--- config.mk ---
export PLATFORM = sky130hd
export DESIGN_NAME = quaternion_smallest_three_codec
export DESIGN_NICKNAME = d
export VERILOG_FILES = /design/src/rtl/qst_pkg.sv /design/src/rtl/qst_root_pipe.sv /design/src/rtl/quaternion_smallest_three_codec.sv
export SDC_FILE = /design/constraint.sdc
export NUM_CORES = 2
export LEC_CHECK = 0
export BUFFER_PORTS_ARGS = -buffer_cell sky130_fd_sc_hd__buf_4
export CORE_MARGIN = 4
export CORE_UTILIZATION = 55
export DETAILED_ROUTE_END_ITERATION = 12
export MAX_ROUTING_LAYER = met4
export PLACE_DENSITY_LB_ADDON = 0.12
export SETUP_SLACK_MARGIN = 0.4
export SLEW_MARGIN = 20
export SYNTH_ARGS = -nofsm -noshare
export SYNTH_HDL_FRONTEND = slang
export SYNTH_SLANG_ARGS = --single-unit
--- constraint.sdc ---
create_clock -name clk -period 21.6 [get_ports clk]
set_input_delay 2.16 -clock clk [delete_from_list [all_inputs] [get_ports clk]]
set_output_delay 2.16 -clock clk [all_outputs]
set_load 0.05 [all_outputs]
--- src/rtl/qst_pkg.sv ---
`default_nettype none
// ----------------------------------------------------------------------------
// qst_pkg - shared constants and types of the smallest-three quaternion codec
// fixed-point formats, derived datapath widths, operation codes and the
// record that travels beside the radicand through the square-root pipeline
// ----------------------------------------------------------------------------
package qst_pkg;

	// component format and code scale
	localparam int FRAC_BITS  = 14;
	localparam int CODE_SCALE = 1000;

	// field widths
	localparam int COMP_W = 16;
	localparam int CODE_W = 11;
	localparam int IDX_W  = 2;
	localparam int NCOMP  = 4;
	localparam int NKEEP  = 3;

	// stream word widths, whole bytes
	localparam int IN_BITS  = NCOMP*COMP_W + NKEEP*CODE_W + IDX_W;
	localparam int OUT_BITS = NCOMP*COMP_W + NKEEP*CODE_W + IDX_W + 1;
	localparam int IN_W     = ((IN_BITS + 7) / 8) * 8;
	localparam int OUT_W    = ((OUT_BITS + 7) / 8) * 8;

	// field offsets inside tdata
	localparam int CODE_OFS = NCOMP*COMP_W;
	localparam int IDX_OFS  = CODE_OFS + NKEEP*CODE_W;
	localparam int FLAG_OFS = IDX_OFS + IDX_W;

	// pack path: magnitude-extended component times scale
	localparam int CS_W    = $clog2(CODE_SCALE + 1);
	localparam int MAG_W   = COMP_W + 1;
	localparam int PP_BASE = MAG_W + CS_W + 1;
	localparam int PP_W    = (PP_BASE > FRAC_BITS + 1) ? PP_BASE : FRAC_BITS + 2;

	// unpack path: code offset, magnitude and reciprocal divide
	localparam int CODE_MAX = (1 << CODE_W) - 1;
	localparam int MK_MAX   = (CODE_SCALE > CODE_MAX - CODE_SCALE) ?
		CODE_SCALE : CODE_MAX - CODE_SCALE;
	localparam int MK_W     = $clog2(MK_MAX + 1);
	localparam int KW       = ((CODE_W > CS_W) ? CODE_W : CS_W) + 1;
	localparam logic [63:0] RECIP  = (64'd1 << (FRAC_BITS + MK_W)) / 64'(CODE_SCALE);
	localparam int R_W      = $clog2(RECIP + 64'd1);
	localparam logic [63:0] MV_MAX = (64'(MK_MAX) << FRAC_BITS) / 64'(CODE_SCALE);
	localparam int MV_W     = $clog2(MV_MAX + 64'd1);
	localparam int UP_W     = MK_W + R_W;
	localparam int NUM_W    = MK_W + FRAC_BITS;
	localparam int SQ_W     = 2 * MV_W;
	localparam int SUM_W    = SQ_W + 2;

	// square root
	localparam int RAD_W  = 2*FRAC_BITS + 1;
	localparam int ROOT_W = FRAC_BITS + 1;

	typedef enum logic {
		MODE_PACK   = 1'b0,
		MODE_UNPACK = 1'b1
	} mode_t;

	// side record carried along the root pipeline
	typedef struct packed {
		mode_t                            mode;
		logic [IDX_W-1:0]                 idx;
		logic [NKEEP-1:0][CODE_W-1:0]     code;
		logic [NKEEP-1:0][COMP_W-1:0]     val;
		logic                             clamped;
	} info_t;

endpackage
`default_nettype wire

--- src/rtl/qst_root_pipe.sv ---
`default_nettype none
// ----------------------------------------------------------------------------
// qst_root_pipe - pipelined integer square root
// digit-by-digit restoring root, two result bits per stage (one in the last),
// with a side record and per-stage valid and backpressure
// ----------------------------------------------------------------------------
module qst_root_pipe (
	input  logic                          clk,
	input  logic                          arst_n,
	input  logic                          in_valid,
	output logic                          in_ready,
	input  logic [qst_pkg::RAD_W-1:0]     in_rad,
	input  qst_pkg::info_t                in_info,
	output logic                          out_valid,
	input  logic                          out_ready,
	output logic [qst_pkg::ROOT_W-1:0]    out_root,
	output qst_pkg::info_t                out_info
);
	import qst_pkg::*;

	localparam int NST = (ROOT_W + 1) / 2;
	localparam int T_W = RAD_W + 2;
	localparam int SR_W = RAD_W + ROOT_W;

	// one root bit: keep it when the remainder covers (root + 2^b)^2 - root^2
	function automatic logic [SR_W-1:0] sqrt_step(input logic [RAD_W-1:0] rem,
			input logic [ROOT_W-1:0] root, input int bitpos);
		logic [T_W-1:0] trial;
		logic [T_W-1:0] remx;
		trial = (T_W'(root) << (bitpos + 1)) + (T_W'(1) << (2 * bitpos));
		remx  = T_W'(rem);
		if (remx >= trial)
			return {RAD_W'(remx - trial), root | (ROOT_W'(1) << bitpos)};
		else
			return {rem, root};
	endfunction

	logic                vld_sn  [NST];
	logic [RAD_W-1:0]    rem_sn  [NST];
	logic [ROOT_W-1:0]   root_sn [NST];
	info_t               info_sn [NST];
	logic                adv     [NST+1];

	assign adv[NST] = out_ready;
	assign in_ready = adv[0];

	genvar k;
	generate
		for (k = 0; k < NST; k++) begin : g_st
			localparam int B0 = ROOT_W - 1 - 2*k;
			logic              vin;
			logic [RAD_W-1:0]  rem_in;
			logic [ROOT_W-1:0] root_in;
			info_t             info_in;
			logic [SR_W-1:0]   st_a;
			logic [SR_W-1:0]   st_b;

			if (k == 0) begin : g_head
				assign vin     = in_valid;
				assign rem_in  = in_rad;
				assign root_in = '0;
				assign info_in = in_info;
			end else begin : g_body
				assign vin     = vld_sn[k-1];
				assign rem_in  = rem_sn[k-1];
				assign root_in = root_sn[k-1];
				assign info_in = info_sn[k-1];
			end

			assign st_a = sqrt_step(rem_in, root_in, B0);
			if (B0 >= 1) begin : g_two
				assign st_b = sqrt_step(st_a[SR_W-1:ROOT_W], st_a[ROOT_W-1:0], B0 - 1);
			end else begin : g_one
				assign st_b = st_a;
			end

			assign adv[k] = !vld_sn[k] || adv[k+1];

			always_ff @(posedge clk or negedge arst_n) begin
				if (!arst_n)
					vld_sn[k] <= 1'b0;
				else if (adv[k])
					vld_sn[k] <= vin;
			end

			always_ff @(posedge clk) begin
				if (adv[k]) begin
					rem_sn[k]  <= st_b[SR_W-1:ROOT_W];
					root_sn[k] <= st_b[ROOT_W-1:0];
					info_sn[k] <= info_in;
				end
			end
		end
	endgenerate

	assign out_valid = vld_sn[NST-1];
	assign out_root  = root_sn[NST-1];
	assign out_info  = info_sn[NST-1];

endmodule
`default_nettype wire

--- src/rtl/quaternion_smallest_three_codec.sv ---
`default_nettype none
// ----------------------------------------------------------------------------
// quaternion_smallest_three_codec - smallest-three rotation quaternion codec
// packs a Q2.14 quaternion to three kept-component codes and the dropped
// index, or unpacks codes back to four components with a rebuilt root term
// ----------------------------------------------------------------------------
// usage:
//   input channel s_axis: one item per transfer, tuser[0] selects the
//   operation (0 pack, 1 unpack); tdata carries the quaternion components
//   (used by pack) and the three codes with the dropped index (used by
//   unpack). output channel m_axis: one result per input item, in order.
//   pipeline: from input transfer to output transfer an item passes the
//   front stages and then the square-root stages. the square root takes two
//   result bits per stage, one in its last, and sets the depth; the five
//   front stages hold the magnitude search, the scale multiplies, the
//   reciprocal divide, the squares and the radicand sum.
//   throughput: one item per cycle unless m_axis_tready stalls the line;
//   every stage carries its own valid bit, so an item can enter each cycle
//   and a new transfer is accepted whenever any stage down the line has room.
//   stall: while m_axis_tready is low the output holds its result, the
//   stages behind it fill up and s_axis_tready drops only once every stage
//   holds an item; nothing is dropped or repeated.
//   reset: arst_n clears all valid bits; the pipeline comes up empty and
//   ready, no result is pending.
// ----------------------------------------------------------------------------
module quaternion_smallest_three_codec (
	input  logic                       clk,
	input  logic                       arst_n,
	// input: comp_x, comp_y, comp_z, comp_w, code_first, code_second,
	// code_third, dropped_index, zero fill
	input  logic                       s_axis_tvalid,
	output logic                       s_axis_tready,
	input  logic [qst_pkg::IN_W-1:0]   s_axis_tdata,
	// input: mode
	input  logic [0:0]                 s_axis_tuser,
	// output: out_x, out_y, out_z, out_w, out_code_first, out_code_second,
	// out_code_third, out_index, root_clamped, zero fill
	output logic                       m_axis_tvalid,
	input  logic                       m_axis_tready,
	output logic [qst_pkg::OUT_W-1:0]  m_axis_tdata
);
	import qst_pkg::*;

	localparam logic signed [PP_W-1:0] CS_P        = PP_W'(CODE_SCALE);
	localparam logic signed [PP_W-1:0] FRAC_MASK_P = (PP_W'(1) << FRAC_BITS) - PP_W'(1);
	localparam logic signed [KW-1:0]   CS_K        = KW'(CODE_SCALE);
	localparam logic [R_W-1:0]         RECIP_C     = R_W'(RECIP);
	localparam logic [SUM_W-1:0]       ONE_SUM     = SUM_W'(1) << (2 * FRAC_BITS);

	// stage handshake: a stage loads when it is empty or the next one moves
	logic adv1, adv2, adv3, adv4, adv5;
	logic root_ready;

	// ------------------------------------------------------------------ s1
	// pack: magnitudes and first-wins largest search
	// unpack: code to signed thousandths, magnitude times reciprocal
	logic signed [COMP_W-1:0] comp_in [NCOMP];
	logic [MAG_W-1:0]         mag     [NCOMP];
	logic [IDX_W-1:0]         big_idx;
	logic [MAG_W-1:0]         big_mag;
	logic [CODE_W-1:0]        code_in [NKEEP];
	logic signed [KW-1:0]     k_in    [NKEEP];
	logic [MK_W-1:0]          mk_in   [NKEEP];
	mode_t                    mode_in;

	logic                     vld_s1;
	mode_t                    mode_s1;
	logic [IDX_W-1:0]         idx_s1;
	logic signed [COMP_W-1:0] comp_s1  [NCOMP];
	logic [UP_W-1:0]          uprod_s1 [NKEEP];
	logic [MK_W-1:0]          mk_s1    [NKEEP];
	logic                     uneg_s1  [NKEEP];

	assign mode_in = mode_t'(s_axis_tuser[0]);

	always_comb begin
		logic signed [MAG_W-1:0] cx;
		for (int j = 0; j < NCOMP; j++) begin
			comp_in[j] = s_axis_tdata[j*COMP_W +: COMP_W];
			cx         = MAG_W'(comp_in[j]);
			mag[j]     = cx[MAG_W-1] ? MAG_W'(-cx) : MAG_W'(cx);
		end
		big_idx = '0;
		big_mag = mag[0];
		for (int j = 1; j < NCOMP; j++) begin
			if (mag[j] > big_mag) begin
				big_mag = mag[j];
				big_idx = IDX_W'(j);
			end
		end
		for (int j = 0; j < NKEEP; j++) begin
			code_in[j] = s_axis_tdata[CODE_OFS + j*CODE_W +: CODE_W];
			k_in[j]    = $signed(KW'(code_in[j])) - CS_K;
			mk_in[j]   = k_in[j][KW-1] ? MK_W'(-k_in[j]) : MK_W'(k_in[j]);
		end
	end

	assign adv1 = !vld_s1 || adv2;
	assign s_axis_tready = adv1;

	always_ff @(posedge clk or negedge arst_n) begin
		if (!arst_n)
			vld_s1 <= 1'b0;
		else if (adv1)
			vld_s1 <= s_axis_tvalid;
	end

	always_ff @(posedge clk) begin
		if (adv1) begin
			mode_s1 <= mode_in;
			idx_s1  <= (mode_in == MODE_UNPACK) ? s_axis_tdata[IDX_OFS +: IDX_W] : big_idx;
			for (int j = 0; j < NCOMP; j++)
				comp_s1[j] <= comp_in[j];
			for (int j = 0; j < NKEEP; j++) begin
				uprod_s1[j] <= UP_W'(mk_in[j]) * UP_W'(RECIP_C);
				mk_s1[j]    <= mk_in[j];
				uneg_s1[j]  <= k_in[j][KW-1];
			end
		end
	end

	// ------------------------------------------------------------------ s2
	// pack: sign fold on the dominant component, kept ones times scale
	// unpack: quotient estimate and its product with the scale
	logic                     fold;
	logic signed [COMP_W-1:0] kept [NKEEP];
	logic [MV_W-1:0]          q0   [NKEEP];

	logic                     vld_s2;
	mode_t                    mode_s2;
	logic [IDX_W-1:0]         idx_s2;
	logic signed [PP_W-1:0]   pprod_s2 [NKEEP];
	logic [MV_W-1:0]          q0_s2    [NKEEP];
	logic [NUM_W-1:0]         qs_s2    [NKEEP];
	logic [MK_W-1:0]          mk_s2    [NKEEP];
	logic                     uneg_s2  [NKEEP];

	always_comb begin
		case (idx_s1)
			2'd0:    fold = comp_s1[0][COMP_W-1];
			2'd1:    fold = comp_s1[1][COMP_W-1];
			2'd2:    fold = comp_s1[2][COMP_W-1];
			default: fold = comp_s1[3][COMP_W-1];
		endcase
		// kept components in ascending index order, dominant one skipped
		kept[0] = (idx_s1 == 2'd0) ? comp_s1[1] : comp_s1[0];
		kept[1] = (idx_s1 <= 2'd1) ? comp_s1[2] : comp_s1[1];
		kept[2] = (idx_s1 <= 2'd2) ? comp_s1[3] : comp_s1[2];
		for (int j = 0; j < NKEEP; j++)
			q0[j] = MV_W'(uprod_s1[j] >> MK_W);
	end

	assign adv2 = !vld_s2 || adv3;

	always_ff @(posedge clk or negedge arst_n) begin
		if (!arst_n)
			vld_s2 <= 1'b0;
		else if (adv2)
			vld_s2 <= vld_s1;
	end

	always_ff @(posedge clk) begin
		logic signed [PP_W-1:0] vx;
		if (adv2) begin
			mode_s2 <= mode_s1;
			idx_s2  <= idx_s1;
			for (int j = 0; j < NKEEP; j++) begin
				vx = fold ? -PP_W'(kept[j]) : PP_W'(kept[j]);
				pprod_s2[j] <= vx * CS_P;
				q0_s2[j]    <= q0[j];
				qs_s2[j]    <= NUM_W'(q0[j]) * NUM_W'(CODE_SCALE);
				mk_s2[j]    <= mk_s1[j];
				uneg_s2[j]  <= uneg_s1[j];
			end
		end
	end

	// ------------------------------------------------------------------ s3
	// pack: divide by 2^FRAC_BITS toward zero, clamp, offset
	// unpack: one correction step finishes the floor divide by the scale
	logic signed [PP_W-1:0] biased [NKEEP];
	logic signed [PP_W-1:0] kq     [NKEEP];
	logic [NUM_W-1:0]       rem    [NKEEP];

	logic                   vld_s3;
	mode_t                  mode_s3;
	logic [IDX_W-1:0]       idx_s3;
	logic [CODE_W-1:0]      code_s3 [NKEEP];
	logic [MV_W-1:0]        mv_s3   [NKEEP];
	logic                   uneg_s3 [NKEEP];

	always_comb begin
		for (int j = 0; j < NKEEP; j++) begin
			biased[j] = pprod_s2[j] + (pprod_s2[j][PP_W-1] ? FRAC_MASK_P : PP_W'(0));
			kq[j]     = biased[j] >>> FRAC_BITS;
			if (kq[j] > CS_P)
				kq[j] = CS_P;
			else if (kq[j] < -CS_P)
				kq[j] = -CS_P;
			rem[j]    = (NUM_W'(mk_s2[j]) << FRAC_BITS) - qs_s2[j];
		end
	end

	assign adv3 = !vld_s3 || adv4;

	always_ff @(posedge clk or negedge arst_n) begin
		if (!arst_n)
			vld_s3 <= 1'b0;
		else if (adv3)
			vld_s3 <= vld_s2;
	end

	always_ff @(posedge clk) begin
		if (adv3) begin
			mode_s3 <= mode_s2;
			idx_s3  <= idx_s2;
			for (int j = 0; j < NKEEP; j++) begin
				code_s3[j] <= CODE_W'(kq[j] + CS_P);
				mv_s3[j]   <= q0_s2[j] + MV_W'(rem[j] >= NUM_W'(CODE_SCALE));
				uneg_s3[j] <= uneg_s2[j];
			end
		end
	end

	// ------------------------------------------------------------------ s4
	// unpack: squares of the kept magnitudes, signed kept values
	logic                   vld_s4;
	mode_t                  mode_s4;
	logic [IDX_W-1:0]       idx_s4;
	logic [CODE_W-1:0]      code_s4 [NKEEP];
	logic [SQ_W-1:0]        sq_s4   [NKEEP];
	logic [COMP_W-1:0]      val_s4  [NKEEP];

	assign adv4 = !vld_s4 || adv5;

	always_ff @(posedge clk or negedge arst_n) begin
		if (!arst_n)
			vld_s4 <= 1'b0;
		else if (adv4)
			vld_s4 <= vld_s3;
	end

	always_ff @(posedge clk) begin
		if (adv4) begin
			mode_s4 <= mode_s3;
			idx_s4  <= idx_s3;
			for (int j = 0; j < NKEEP; j++) begin
				code_s4[j] <= code_s3[j];
				sq_s4[j]   <= SQ_W'(mv_s3[j]) * SQ_W'(mv_s3[j]);
				val_s4[j]  <= uneg_s3[j] ? -COMP_W'(mv_s3[j]) : COMP_W'(mv_s3[j]);
			end
		end
	end

	// ------------------------------------------------------------------ s5
	// radicand = one minus sum of squares; negative clamps to zero and flags.
	// pack items get a zero radicand and zero values so the unpack fields
	// of their result come out zero
	logic [SUM_W-1:0]  sum_sq;
	logic              over;
	logic              is_unpack4;

	logic              vld_s5;
	logic [RAD_W-1:0]  rad_s5;
	info_t             info_s5;

	assign sum_sq     = SUM_W'(sq_s4[0]) + SUM_W'(sq_s4[1]) + SUM_W'(sq_s4[2]);
	assign over       = sum_sq > ONE_SUM;
	assign is_unpack4 = (mode_s4 == MODE_UNPACK);

	assign adv5 = !vld_s5 || root_ready;

	always_ff @(posedge clk or negedge arst_n) begin
		if (!arst_n)
			vld_s5 <= 1'b0;
		else if (adv5)
			vld_s5 <= vld_s4;
	end

	always_ff @(posedge clk) begin
		if (adv5) begin
			rad_s5          <= (is_unpack4 && !over) ? RAD_W'(ONE_SUM - sum_sq) : '0;
			info_s5.mode    <= mode_s4;
			info_s5.idx     <= idx_s4;
			info_s5.clamped <= is_unpack4 && over;
			for (int j = 0; j < NKEEP; j++) begin
				info_s5.code[j] <= is_unpack4 ? '0 : code_s4[j];
				info_s5.val[j]  <= is_unpack4 ? val_s4[j] : '0;
			end
		end
	end

	// ------------------------------------------------------- root stages
	logic [ROOT_W-1:0] root_out;
	info_t             info_out;

	qst_root_pipe u_root (
		.clk       (clk),
		.arst_n    (arst_n),
		.in_valid  (vld_s5),
		.in_ready  (root_ready),
		.in_rad    (rad_s5),
		.in_info   (info_s5),
		.out_valid (m_axis_tvalid),
		.out_ready (m_axis_tready),
		.out_root  (root_out),
		.out_info  (info_out)
	);

	// ------------------------------------------------------- result word
	// rebuilt component goes to the dropped slot, kept values fill the rest
	logic [COMP_W-1:0] root16;
	logic [COMP_W-1:0] out_comp [NCOMP];
	logic [IDX_W-1:0]  oidx;

	assign root16 = COMP_W'(root_out);
	assign oidx   = info_out.idx;

	always_comb begin
		out_comp[0] = (oidx == 2'd0) ? root16 : info_out.val[0];
		out_comp[1] = (oidx == 2'd1) ? root16 :
			((oidx == 2'd0) ? info_out.val[0] : info_out.val[1]);
		out_comp[2] = (oidx == 2'd2) ? root16 :
			((oidx == 2'd3) ? info_out.val[2] : info_out.val[1]);
		out_comp[3] = (oidx == 2'd3) ? root16 : info_out.val[2];
	end

	assign m_axis_tdata = {
		(OUT_W - OUT_BITS)'(0),
		info_out.clamped,
		oidx,
		info_out.code[2], info_out.code[1], info_out.code[0],
		out_comp[3], out_comp[2], out_comp[1], out_comp[0]
	};

	// ------------------------------------------------------- assertions
	// pack results never carry rebuilt components or a clamp flag
	a_pack_no_unpack_fields: assert property (@(posedge clk) disable iff (!arst_n)
		(m_axis_tvalid && info_out.mode == MODE_PACK) |->
		(m_axis_tdata[CODE_OFS-1:0] == '0 && !info_out.clamped))
		else $error("pack result carries unpack fields");

	// unpack results never carry codes
	a_unpack_no_codes: assert property (@(posedge clk) disable iff (!arst_n)
		(m_axis_tvalid && info_out.mode == MODE_UNPACK) |->
		(info_out.code == '0))
		else $error("unpack result carries codes");

	// pack codes stay inside the clamp window
	a_code_range: assert property (@(posedge clk) disable iff (!arst_n)
		(m_axis_tvalid && info_out.mode == MODE_PACK && 2*CODE_SCALE <= CODE_MAX) |->
		(int'(info_out.code[0]) <= 2*CODE_SCALE && int'(info_out.code[1]) <= 2*CODE_SCALE
		&& int'(info_out.code[2]) <= 2*CODE_SCALE))
		else $error("pack code outside clamp window");

	// a clamped radicand rebuilds the dropped component as zero
	a_clamp_zero_root: assert property (@(posedge clk) disable iff (!arst_n)
		(m_axis_tvalid && info_out.clamped) |-> (root_out == '0))
		else $error("clamped radicand gave nonzero root");

	// the root never exceeds one in the component format
	a_root_bound: assert property (@(posedge clk) disable iff (!arst_n)
		m_axis_tvalid |-> (root_out <= (ROOT_W'(1) << FRAC_BITS)))
		else $error("root above unity");

endmodule
`default_nettype wire
After elaboration in Yosys (flattened, before gate mapping):

Memories as Yosys holds them, arrays and structs flattened. A register that Yosys moved wholly into a read port is not among the register bits.
Cells that the tools add are included.

* bits in writable memories: 1684
* flip-flop bits (word level): 58
* bits of input ports: 109
* output and inout bits: 106
* memories kept: 18
* logic and storage cells: 261

Memories
* u_root.info_sn: words 8, width 85, rd ports 8, clocked after Yosys merged registers in 0, write ports 8, RTL line qst_root_pipe.sv:41 `info_t info_sn [NST];`
* u_root.rem_sn: words 8, width 29, rd ports 7, clocked after Yosys merged registers in 0, write ports 8, RTL line qst_root_pipe.sv:39 `logic [RAD_W-1:0] rem_sn [NST];`
* u_root.root_sn: words 8, width 15, rd ports 8, clocked after Yosys merged registers in 0, write ports 8, RTL line qst_root_pipe.sv:40 `logic [ROOT_W-1:0] root_sn [NST];`
* sq_s4: words 3, width 30, rd ports 3, clocked after Yosys merged registers in 0, write ports 3, RTL line quaternion_smallest_three_codec.sv:231 `logic [SQ_W-1:0] sq_s4 [NKEEP];`
* uprod_s1: words 3, width 26, rd ports 3, clocked after Yosys merged registers in 0, write ports 3, RTL line quaternion_smallest_three_codec.sv:70 `logic [UP_W-1:0] uprod_s1 [NKEEP];`
* pprod_s2: words 3, width 25, rd ports 3, clocked after Yosys merged registers in 0, write ports 3, RTL line quaternion_smallest_three_codec.sv:132 `logic signed [PP_W-1:0] pprod_s2 [NKEEP];`
* +12 memories

* $lt $le $gt $ge: 30
* reductions and logical operators: 34
* eq/ne operators: 5
* muxes and demuxes: 77
* $mul: 12
* $add $sub $neg: 60

Operator list (number)
* 44-bit two-way mux: 15
* 29-bit subtractor: 14
* 29-bit by 31-bit >= comparator with 1-bit output: 13
* 16-bit two-way mux: 12
* 17-bit two-way mux: 6
* 11-bit two-way mux: 9
* 15-bit by 15-bit multiplier with 30-bit output: 3
* 28-bit by 15-bit adder with 28-bit output: 3
* 28-bit by 8-bit multiplier with 25-bit output, second input constant: 3
* 28-bit two-way mux: 3
* 16-bit negator with 28-bit output: 3
* 11-bit by 15-bit multiplier with 26-bit output, second input constant: 3
* 25-bit by 10-bit >= comparator with 1-bit output, second input constant: 3
* 25-bit subtractor: 3
* 16-bit negator with 17-bit output: 4
* 15-bit by 7-bit multiplier with 22-bit output, second input constant: 3
* 17-bit greater-than comparator: 3
* 15-bit negator with 16-bit output: 3
* 15-bit by 1-bit adder with 15-bit output: 3
* 14-bit by 11-bit greater-than comparator with 1-bit output, second input constant: 3
* 14-bit by 11-bit < comparator with 1-bit output, second input constant: 3
* 14-bit two-way mux: 3
* 11-bit by 10-bit subtractor with 12-bit output, second input constant: 3
* 11-bit adder, second input constant: 3
* 33 further kinds: 94

Longest topological paths before layout:

* depth in word-level cells: 16
* gate-level depth with buffers: 43
* gate-level depth less buffers: 41

Cells and area by module:

Synthesis repeated with hierarchy kept, for this count alone.

* cell total of the unflattened synthesis: 9378
* area total of the unflattened synthesis: 115155.4 um^2

Modules (own cells, without submodules)
* quaternion_smallest_three_codec: area each 76799.9 um^2, seq. area each 22136.2 um^2, cells an instance 7005, times used 1
* qst_root_pipe: area each 38355.5 um^2, seq. area each 28847.7 um^2, cells an instance 2373, times used 1

Worst setup path after synthesis:

OpenSTA, ideal clock, no wires.

* path type: in2out
* start: input m_axis_tready
* end: output s_axis_tready
* slack: 2.983 ns
* arrival time: 16.457 ns
* stages on the path: 8
* required time: 19.440 ns
* buffers on the path: 0
* cell sequence: nor2b_1 > and2_1 > and3_1 > nand4_1 > nor2_1 > nand3_1 > nor2_1 > nand3_1

RTL lines
* start: declaration: RTL line quaternion_smallest_three_codec.sv:39 `input logic m_axis_tready,`
* end: declaration: RTL line quaternion_smallest_three_codec.sv:32 `output logic s_axis_tready,`

Worst setup path after layout:

* start: input s_axis_tdata[16] (netlist name)
* end: register idx_s1[0], data pin

* word-level cells in the longest chain between the ends: 9
* elaborated cells on any way between the ends: 11
* classes of those cells: add/sub (1); order compare (3); mux (7)

Ends and longest elaborated chain
* start: declaration: RTL line quaternion_smallest_three_codec.sv:33 `input logic [qst_pkg::IN_W-1:0] s_axis_tdata,`
* 16-bit negator with 17-bit output: RTL line quaternion_smallest_three_codec.sv:81 `mag[j] = cx[MAG_W-1] ? MAG_W'(-cx) : MAG_W'(cx);`
* 17-bit two-way mux *: RTL line quaternion_smallest_three_codec.sv:81
* 17-bit greater-than comparator: RTL line quaternion_smallest_three_codec.sv:86 `if (mag[j] > big_mag) begin`
* 17-bit two-way mux: RTL line quaternion_smallest_three_codec.sv:86
* 17-bit greater-than comparator: RTL line quaternion_smallest_three_codec.sv:86
* 17-bit two-way mux: RTL line quaternion_smallest_three_codec.sv:86
* 17-bit greater-than comparator: RTL line quaternion_smallest_three_codec.sv:86
* 2-bit two-way mux *: RTL line quaternion_smallest_three_codec.sv:86
* 2-bit two-way mux *: RTL line quaternion_smallest_three_codec.sv:111 `idx_s1 <= (mode_in == MODE_UNPACK) ? s_axis_tdata[IDX_OFS +: IDX_W] : big_idx;`
* end signal: assignment: RTL line quaternion_smallest_three_codec.sv:111
* end: declaration: RTL line quaternion_smallest_three_codec.sv:68 `logic [IDX_W-1:0] idx_s1;`

Mark *: on every way between the ends. The rest lies on a longest branch, timed or not.
A chain may end at the register's enable or synchronous reset.

==> metrics.md <==
| Metric | Value |
|---|---|
| Sum of buffers and inverters on the critical path | 4 |
| Syn_area_per_cell | 12.3 um2 |
| CTS tree | built |
| DRC viols | 0 |
| Clock root buffer | clkbuf_16 |
| Buffers added on ports | 205 |
| Worst path slowest cell | a211o_1 |
| Max-cap violations | 0 |
| Post-synth EDFFs | ~1700 |
| Status | completed |
| Crit. End Element | register |
| Grt ovf | 0 |
| Most used cell, CP | o21a_1 |
| CP top delay family | compound AO/OA/AOI/OAI gates |
| Final WL | ~230000 um |
| Net count, final | 11600 |
| Clock latency on the worst-skew pair | 0.86 ns |
| Post-Synth XOR/XNOR Area | between 5 and 6% |
| Largest family of logic cells by synthesized area | adder cells |
| Vias in the first global route | 71900 |
| Worst slew pin tran | roughly 1.1 ns |
| Post-cts resize count | 0 |
| Slew headroom | between 20% and 30% |
| Main synth FF type | edfxtp_1 |
| Routed len/inst | between 15 and 20 um |
| Initial Util | 55.3% |
| IO Pins | 215 |
| Setup bufs post-CTS | 0 |
| Total vias in the final route | 68500 |
| Std cell rows | approximately 170 |
| Core Area | 0.207 mm2 |
| Initial antenna violation count | 2 |
| H-tree depth | 4 |
| Setup-failing EPs final | 0 |
| Class of the tightest hold or removal check | reg2reg |
| Worst Setup SP | s_axis_tdata[16] |
| Mux contribution to synthesized area | 1.60% |
| Post-Syn Area | approximately 0.11 mm2 |
| Most common cell after layout, fill and taps aside | edfxtp_1 |
| Final Max Tran Viols | 0 |
| Worst Path Max Fanout | 17 |
| DP HPWL | 178000 um |
| Routability cong. | 0.902 |
| Async S/R FF share, synth | 0.769% |
| Cts bufs inserted | 181 |
| Final hold vios | 0 |
| Most used cells in the layout excluding fill and tap cells | 1678 x edfxtp_1, 1132 x inv_1, 1126 x ha_1 |
| CP arrival | 11.44 ns |
| Clock buffer depth | 3 |
| Post-Synth Adder-Cell Area | 27.3% |
| Min cycle time layout | 10.88 ns |
| GRT Total Usage | 22.2% |
| Startpoint types | input port |
| Compound-Gate Fraction of Synth Area | 7.73% |
| FMAX | 91.9 MHz |
| WP data required | roughly 22 ns |
| Hold Crit Start | u_root.info_sn[0][323] |
| Final ANT Viol Nets | 0 |
| Largest net degree at the start of global routing | between 90 and 100 |
| Die area | 0.215 mm2 |
| Die H | 464 um |
| Crit path kind | in2reg |
| Clock transition at the registers of the reported paths | ~0.06 ns |
| TNS Setup | 0 ns |
| Register area share after synthesis | between 40% and 50% |
| Yosys Warn Count | 0 |
| Fin crit share | between 50% and 60% |
| RSZ-0062 raised after global routing | false |
| CP max stage delay | 0.77 ns |
| DRT Pass-1 Iters | 6 |
| Hold_buf cts | 0 |
| Vias per inst | 5.49 |
| Yosys cell types | 117 |
| First-pass GRT wire length | 375000 um |
| Simple-gate share of the synthesized area | 9.40% |
| Iter 0 DRT Violations | 3626 |
| FF+latch count, synth | 1691 |
| Synth-to-Final Area Change | 9.40% |
| Cells after synthesis | approximately 9300 |
| Share of cells above drive strength 1 | 7.41% |
| Die W | 464 um |
| Sink Count | 1691 |
| Reg2reg start | idx_s1[1] |
| Clock Skews | 0.0556 ns |
per-stage QoR:
| step | worst slack (ns) | cells | cell area, um2 | hold slack [ns] | util, % |
|---|---|---|---|---|---|
| after floorplan | 2.98 | 9313 | 115000 | 0.400 | - |
| final | 10.72 | 12500 | 125000 | 0.383 | 60.5 |
| after CTS | 10.76 | 12500 | 125000 | 0.388 | 60.5 |
| after global placement | 9.74 | 12200 | 119000 | 0.400 | 57.5 |
| after detailed placement | 9.89 | 12200 | 119000 | 0.405 | 57.5 |
| after global routing | 10.15 | 12500 | 125000 | 0.385 | 60.5 |
final cells by class:
| type | count | area [um2] |
|---|---|---|
| fillers | 16400 | 81800 |
| multi-input cells | 6274 | 58600 |
| flip-flops and latches | 1691 | 50700 |
| clock buffers | 213 | 4740 |
| inverters | 1141 | 4300 |
| well taps | 2788 | 3490 |
| repair buffers | 256 | 1930 |
| clock inverters | 123 | 1440 |
| diodes | 1 | 2.50 |
final timing paths:
path	to	slack [ns]	depth (start not counted)
max	idx_s1[0]	10.72	42
min	u_root.info_sn[1][68]	0.38	0
max reg2reg	pprod_s2[0][24]	13.39	29
min reg2reg	u_root.info_sn[1][68]	0.38	0
max in group asynchronous	vld_s3	20.28	1
min in group asynchronous	u_root.out_valid	1.16	1
worst reg2reg max path: cells and delay by family, from the launching register on:
family / cells / cell delay (ns)
and+or+nand+nor: 4 / 0.80
AOI/OAI and AO/OA: 9 / 2.20
xor gates and xnor gates: 2 / 0.64
DFF: 1 / 0.45
adders and majority gates: 6 / 2.38
buffers and inverters: 7 / 1.03
muxes: 1 / 0.47
flip-flops by register name, summed over array words and instances, names as in the netlist, 39 cells and up:
signal and count:
mv_s3 45, sq_s4 85, pprod_s2 75, uprod_s1 54
u_root.root_sn 71, comp_s1 64, val_s4 47, q0_s2 39
u_root.info_sn 672, u_root.rem_sn 203, qs_s2 66, info_s5 84
per-layer routing:
metal	up-vias	GRT usage [%]	part of all wire [%]
li1	33100	-	-
met4	0	5.98	2.6
met3	339	2.83	3.6
met5	-	-	0
met1	33800	27.9	43
met2	1165	38.0	51
cell usage after synthesis (69+ instances only):
library cell  instances  share of area (%)
ha_1               1126                 12
mux2i_1             117                1.0
and3_1               69               0.38
and2_1              274                1.5
nor2_1              451                1.5
nand2b_1             91               0.50
nand2_1             491                1.6
edfxtp_1           1678                 44
nand3_1             127               0.56
nor3_1              166               0.73
xor2_1              210                1.6
o21a_1               96               0.63
a21o_1              124               0.81
xnor2_1             456                3.5
nor2b_1              98               0.54
o21ai_0             272                1.2
inv_1              1137                3.7
a21oi_1             347                1.5
fa_1                855                 15
clkbuf_1            134               0.44
kinds of logic (layout without fill, tap and decap cells):
| logic type | count (synthesis) | count (layout) |
|---|---|---|
| xor gates and xnor gates | 666 | 666 |
| buffers and inverters | 1348 | 1733 |
| and+or+nand+nor | 2100 | 2100 |
| DFF | 1691 | 1691 |
| other | 2 | 14 |
| adders and majority gates | 1981 | 1981 |
| muxes | 176 | 176 |
| AOI/OAI and AO/OA | 1338 | 1338 |
Power is not shown: default switching activity piles up to over one toggle a cycle in this logic, so the estimate is an artifact.
